<file path="src/smvm_pkg.sv">
// Shared constants for the segmented-memory machine core.
`timescale 1ns / 1ps
package smvm_pkg;
  localparam int MAX_SEGMENTS = 64;
  localparam int SEG_WORDS    = 1024;
  localparam int NUM_REGS     = 8;
  localparam int DATA_W       = 32;
  localparam int SEG_BITS     = $clog2(MAX_SEGMENTS);
  localparam int OFF_BITS     = $clog2(SEG_WORDS);
  localparam int ADDR_BITS    = SEG_BITS + OFF_BITS;
  localparam int LEN_BITS     = OFF_BITS + 1;
  localparam int SCNT_BITS    = SEG_BITS + 1;
  localparam int REG_BITS     = $clog2(NUM_REGS);
  localparam int DIV_CNT_BITS = $clog2(DATA_W) + 1;

  // Opcodes
  localparam logic [3:0] OP_CMOV    = 4'd0;
  localparam logic [3:0] OP_LOAD    = 4'd1;
  localparam logic [3:0] OP_STORE   = 4'd2;
  localparam logic [3:0] OP_ADD     = 4'd3;
  localparam logic [3:0] OP_MUL     = 4'd4;
  localparam logic [3:0] OP_DIV     = 4'd5;
  localparam logic [3:0] OP_NAND    = 4'd6;
  localparam logic [3:0] OP_HALT    = 4'd7;
  localparam logic [3:0] OP_MAP     = 4'd8;
  localparam logic [3:0] OP_UNMAP   = 4'd9;
  localparam logic [3:0] OP_OUT     = 4'd10;
  localparam logic [3:0] OP_IN      = 4'd11;
  localparam logic [3:0] OP_LOADPRG = 4'd12;
  localparam logic [3:0] OP_LOADVAL = 4'd13;

  // Run status codes
  localparam logic [1:0] ST_RUN   = 2'd0;
  localparam logic [1:0] ST_HALT  = 2'd1;
  localparam logic [1:0] ST_END   = 2'd2;
  localparam logic [1:0] ST_FAULT = 2'd3;

  // Divider handshake
  typedef struct packed {
    logic done;
    logic busy;
  } div_stat_t;
endpackage

</file>
<file path="src/smvm_div.sv">
// Iterative restoring divider, one quotient bit per cycle.
`timescale 1ns / 1ps
module smvm_div (
  input  logic                       clk,
  input  logic                       rst,
  input  logic                       start,
  input  logic [smvm_pkg::DATA_W-1:0] dividend,
  input  logic [smvm_pkg::DATA_W-1:0] divisor,
  output logic [smvm_pkg::DATA_W-1:0] quot,
  output smvm_pkg::div_stat_t        stat
);
  logic [smvm_pkg::DATA_W-1:0]       rem;
  logic [smvm_pkg::DATA_W-1:0]       dsr;
  logic [smvm_pkg::DIV_CNT_BITS-1:0] cnt;
  logic [smvm_pkg::DATA_W:0]         shifted;
  logic [smvm_pkg::DATA_W:0]         diff;
  logic                              ge;

  // trial subtract of the shifted remainder
  assign shifted = {rem, quot[smvm_pkg::DATA_W-1]};
  assign diff    = shifted - {1'b0, dsr};
  assign ge      = shifted >= {1'b0, dsr};

  always_ff @(posedge clk) begin
    if (rst) begin
      stat <= '0;
      cnt  <= '0;
    end else begin
      // done pulses for one cycle after the last quotient bit
      stat.done <= !start && stat.busy && (cnt == smvm_pkg::DIV_CNT_BITS'(1));
      if (start) begin
        quot      <= dividend;
        dsr       <= divisor;
        rem       <= '0;
        cnt       <= smvm_pkg::DIV_CNT_BITS'(smvm_pkg::DATA_W);
        stat.busy <= 1'b1;
      end else if (stat.busy) begin
        rem  <= ge ? diff[smvm_pkg::DATA_W-1:0] : shifted[smvm_pkg::DATA_W-1:0];
        quot <= {quot[smvm_pkg::DATA_W-2:0], ge};
        cnt  <= cnt - 1'b1;
        if (cnt == smvm_pkg::DIV_CNT_BITS'(1)) begin
          stat.busy <= 1'b0;
        end
      end
    end
  end
endmodule

</file>
<file path="config.mk">
export PLATFORM = sky130hd
export DESIGN_NAME = smvm_div
export DESIGN_NICKNAME = d
export VERILOG_FILES = /design/src/smvm_pkg.sv /design/src/smvm_div.sv
export SDC_FILE = /design/constraint.sdc
export NUM_CORES = 1
export LEC_CHECK = 0
export BUFFER_PORTS_ARGS = -buffer_cell sky130_fd_sc_hd__buf_2
export CELL_PAD_IN_SITES_DETAIL_PLACEMENT = 1
export CELL_PAD_IN_SITES_GLOBAL_PLACEMENT = 1
export CORE_MARGIN = 1
export CORE_UTILIZATION = 45
export CTS_CLUSTER_SIZE = 8
export DETAILED_ROUTE_END_ITERATION = 7
export GPL_TIMING_DRIVEN = 0
export PLACE_DENSITY = 0.86
export SLEW_MARGIN = 40
export SYNTH_ARGS = -nofsm -noshare
export SYNTH_HDL_FRONTEND = slang
export SYNTH_SLANG_ARGS = --single-unit
export TNS_END_PERCENT = 10
</file>
<file path="constraint.sdc">
create_clock -name clk -period 4.9 [get_ports clk]
set_input_delay 0.735 -clock clk [delete_from_list [all_inputs] [get_ports clk]]
set_output_delay 0.735 -clock clk [all_outputs]
set_load 0.02 [all_outputs]
</file>
-- Yosys cells after proc, flatten, opt, wreduce, memory -nomap -nowiden
Index checks and enable logic that the tools add are counted.
- output and inout bits: 34
- latch bits: 0
- ROM bits: 0
- memories kept: 0
- RAM bits: 0
- word-level logic and storage cells: 28
- input port bits: 67
- register bits: 104
- reduce and logical (&&, ||, !) cells: 7
- equal/unequal tests: 1
- bitwise operators: 1
- order comparisons: 1
- div/mod/pow operators: 0
- add/sub/neg operators: 2
- muxes and demuxes: 9
- shift operators: 0
- multiply operators: 0
- operators with widths (operator ; number):
    $mux 32 ; 4
    $ge 33x32->1 ; 1
    $sub 32x32->32 ; 1
    $mux 6 ; 2
    $eq 6x1->1 const B ; 1
    $sub 6x1->6 const B ; 1
    $reduce_and 2->1 ; 2
    $mux 1 ; 3
    $logic_and 1x1->1 ; 2
    $reduce_bool 2->1 ; 1
    $reduce_or 2->1 ; 1
    $logic_not 1->1 ; 1
    $not 1->1 ; 1

-- Depth between registers and ports, before layout
- word-level depth: 4
- mapped depth: 13
- depth with buffers taken out: 12

-- Worst setup path before layout
Ideal clock, no wire load.
- path type: in2reg
- start: input start
- end: register quot[0] (netlist name), enable pin
- data arrival time: 3980 ps
- required time: 4412 ps
- path slack: 432 ps
- stages on the path: 4
- setup time: 488 ps
- path through: clkbuf_1 > clkbuf_1 > nor2_1 > nor2_1
- cells in the longest elaborated chain, start to end: 2
- ends and longest elaborated chain (element ; line ; RTL):
    start, declared ; smvm_div.sv:6 ; input logic start,
    $reduce_bool 2->1 (no source line) ; -- ;
    $reduce_and 2->1 (no source line) ; -- ;
    end signal, assigned ; smvm_div.sv:32 ; quot <= dividend;
    end signal, assigned ; smvm_div.sv:39 ; quot <= {quot[smvm_pkg::DATA_W-2:0], ge};
    end, declared ; smvm_div.sv:9 ; output logic [smvm_pkg::DATA_W-1:0] quot,
No other way between the ends.
A chain may end at the register's enable or synchronous reset.

-- Worst setup path in the final report
- start: register quot[31] (netlist name)
- end: register rem[30] (netlist name), data pin
- cells in the longest elaborated chain, start to end: 3
- elaborated cells between the ends (all ways): 4
- ends and longest elaborated chain (element ; line ; RTL):
    $sub 32x32->32 / $ge 33x32->1 (equally long branches) ; smvm_div.sv:21, smvm_div.sv:22 ;
    $mux 32 * ; smvm_div.sv:38 ; rem <= ge ? diff[smvm_pkg::DATA_W-1:0] : shifted[smvm_pkg::DATA_W-1:0];
    $mux 32 * ; smvm_div.sv:37 ; end else if (stat.busy) begin
    end signal, assigned ; smvm_div.sv:38 ;
    end, declared ; smvm_div.sv:12 ; logic [smvm_pkg::DATA_W-1:0] rem;
Every way passes the cells marked *; elsewhere a longest branch is shown, timed or not. The select of a mux whose other input is x is not followed.

==> results.json <==
{
  "status": "completed",
  "crit_fanout": 4,
  "peakVddDrop_mv": 0.237,
  "max_freq_mhz": 286,
  "fin_nets": 763,
  "required_ps": 5090,
  "final_cells": 838,
  "fillers": 1389,
  "antenna_left": 0,
  "ys_top_cells_by_area": "edfxtp_1 (48%), ha_1 (7.1%), mux2_2 (5.9%), a21oi_1 (4.4%), nand2_1 (3.8%)",
  "synth_area_per_cell_um2": 10.9,
  "clk_path_buf_depth": 2,
  "area_growth_pct": 18.8,
  "report.power.total_mw": 2.58,
  "port_buffers": 99,
  "hold_ws_ps": 522,
  "grt_max_degree": 21,
  "placedInstanceArea_um2": 6760,
  "slew-limit-headroom_pct": 56.0,
  "clockRootBuffer": "clkbuf_16",
  "slowest_delay_ps": 500,
  "synth_top_area_cell": "edfxtp_1",
  "grtUsageTotal_pct": 24.5,
  "syn-num-nets": 649,
  "postCtsHoldBufs": 0,
  "path_clk_slew_ps": 80,
  "ctsResizeCount": 0,
  "synth_top_cell_area_share_pct": 48.4,
  "reg2reg_setup_slack_ps": 1400,
  "dieArea_um2": 13700,
  "final_common_cell": "buf_2",
  "multi_input_comb_area_um2": 2650,
  "ff_latch_area_um2": 3040,
  "cellPowerDensity_nw_per_um2": 364,
  "post-dp-hpwl_um": 11900,
  "p_leak_nw": 2.94,
  "dr.pass1.iters": 4,
  "grt_pass1_vias": 5042,
  "final.setup.tns_ps": 0,
  "setup.worst_path.start_class": "flip-flop",
  "slowest_stage": "or4b_1",
  "synth-edff-count": 96,
  "detail_route.wl_per_cell_um": 18.6,
  "grt-ovfl-total": 0,
  "period_share_pct": 71.3,
  "ff2ff_path_depth": 12,
  "min_from": "cnt[0]",
  "seq_area_frac_synth_pct": 51.1,
  "vias": 4640,
  "drive_gt1_share_pct": 26.4,
  "most-common-layout-cells": "buf_2 (103), edfxtp_1 (96), nand2_1 (61)",
  "rows": 41,
  "grt_pass1_wl_um": 24900,
  "skew_ps": 9.74,
  "drcViolationCount": 0,
  "h-tree-depth": 3,
  "core_area_um2": 12800,
  "path_depth": 12,
  "worstSetupPathType": "reg -> reg",
  "min_to": "cnt[0]",
  "slew_violations": 0,
  "drv_cap": 0,
  "die_width_um": 117,
  "cts_setup_buffers": 0,
  "die_height_um": 117,
  "cp-end-kind": "flip-flop",
  "clock_sinks": 104,
  "cts_tree": "built",
  "ios": 101,
  "r2r_end": "rem[30]",
  "yosysWarnings": 0,
  "hp-class": "reg -> reg",
  "dpl.cell_count": 822,
  "n_antenna_cell": 0,
  "gp_congestion": 0.856,
  "postSynthCellCount": 547,
  "synth_area_um2": 5950,
  "r2r_start": "quot[31]",
  "finalWorstSetupSlack_ps": 1400,
  "cp_num_buf_inv": 1,
  "final_util_pct": 55.4,
  "arrival_ps": 3690,
  "tightest_slew_ps": 658,
  "antenna_found_initial": 0,
  "numCtsBuffers": 9,
  "synthDistinctLibCells": 57,
  "start_util_pct": 46.6,
  "whs_path_depth": 2,
  "totalWireLength_um": 15600,
  "finalSetupViolations": 0,
  "path_cells": "inv_1 -> ha_1 -> fa_1 -> nand2b_1 -> a21o_1 -> a32oi_2 -> a31oi_1 -> o31ai_2 -> a21oi_2 -> or4b_1 -> a31o_1 -> a21oi_1",
  "drt_iter0_drc": 201,
  "crit_family": "compound AO/OA/AOI/OAI gates",
  "final_area_um2": 7070,
  "async_flop_share_pct": 0,
  "synth-main-ff-cell": "edfxtp_1",
  "synth_seq_cells": 104,
  "clk_latency_ps": 360,
  "via_per_inst": 5.54,
  "hold_violations": 0,
  "period_needed_ps": 3500,
  "post-place-ws_ps": 1450,
  "rsz0062_at_grt": "no"
}
[final cells by class]
type | instances | share of cell area (%)
Buffer | 20 | 1.34
Sequential cell | 104 | 43.0
Tap cell | 172 | 3.04
Multi-Input combinational cell | 374 | 37.4
Clock inverter | 5 | 0.938
Timing Repair Buffer | 103 | 8.21
Clock buffer | 11 | 3.43
Inverter | 49 | 2.60
[layer usage]
layer	wire (um)	track usage, %	vias up
met5	0	0	-
met4	327	9.54	0
met3	1010	6.80	25
met2	7840	43.6	140
met1	6400	28.0	2266
li1	-	-	2209
[synth_stat cells, types with 4 or more instances]
master / number
o21ai_0: 15
buf_4: 4
nand2b_1: 6
nand3b_1: 5
inv_1: 49
nand3_1: 9
nor2_1: 39
a31oi_1: 11
o21ai_1: 4
ha_1: 34
nor3_1: 7
o21a_1: 4
clkbuf_1: 12
xnor2_1: 20
buf_2: 4
nand4_1: 5
a211oi_1: 7
dfxtp_1: 8
a21o_1: 12
nand2_1: 61
a21oi_1: 52
edfxtp_1: 96
xor2_1: 7
mux2_2: 31
[power by group]
part | leakage, nW | total (mW) | switching [mW] | internal [mW]
clock | 0.148 | 0.769 | 0.353 | 0.417
combinational | 1.81 | 0.705 | 0.425 | 0.280
sequential | 0.984 | 1.10 | 0.0388 | 1.06
total | 2.94 | 2.58 | 0.816 | 1.76
[worst max-delay path by stage]
stage | slack [ps] | startpoint | end
floorplan | 430 | start | quot[0]
global placement | -1210 | start | rem[11]
detailed placement | 1450 | quot[31] | rem[30]
CTS | 1410 | quot[31] | rem[30]
global route | 1260 | quot[31] | rem[30]
finish | 1400 | quot[31] | rem[30]
[registers in the layout, indices dropped and copies added (netlist names)]
| signal | flops |
|---|---|
| dsr | 32 |
| rem | 32 |
| cnt | 6 |
| quot | 32 |
| stat | 2 |
[tightest hold or removal path, cell delays in order, from the launching register on]
cell	delay (ps)
dfxtp_1	340
nand2_1	80
a21oi_1	60
[kinds of logic after synthesis]
family	count (synthesis)	synth area share (%)
DFF	104	51.1
adders and majority gates	35	7.48
AOI/OAI and AO/OA	132	15.3
xor gates and xnor gates	27	3.97
muxes	32	6.03
and+or+nand+nor	148	11.4
buffers and inverters	69	4.69
Power figures use the tool's default switching activity.
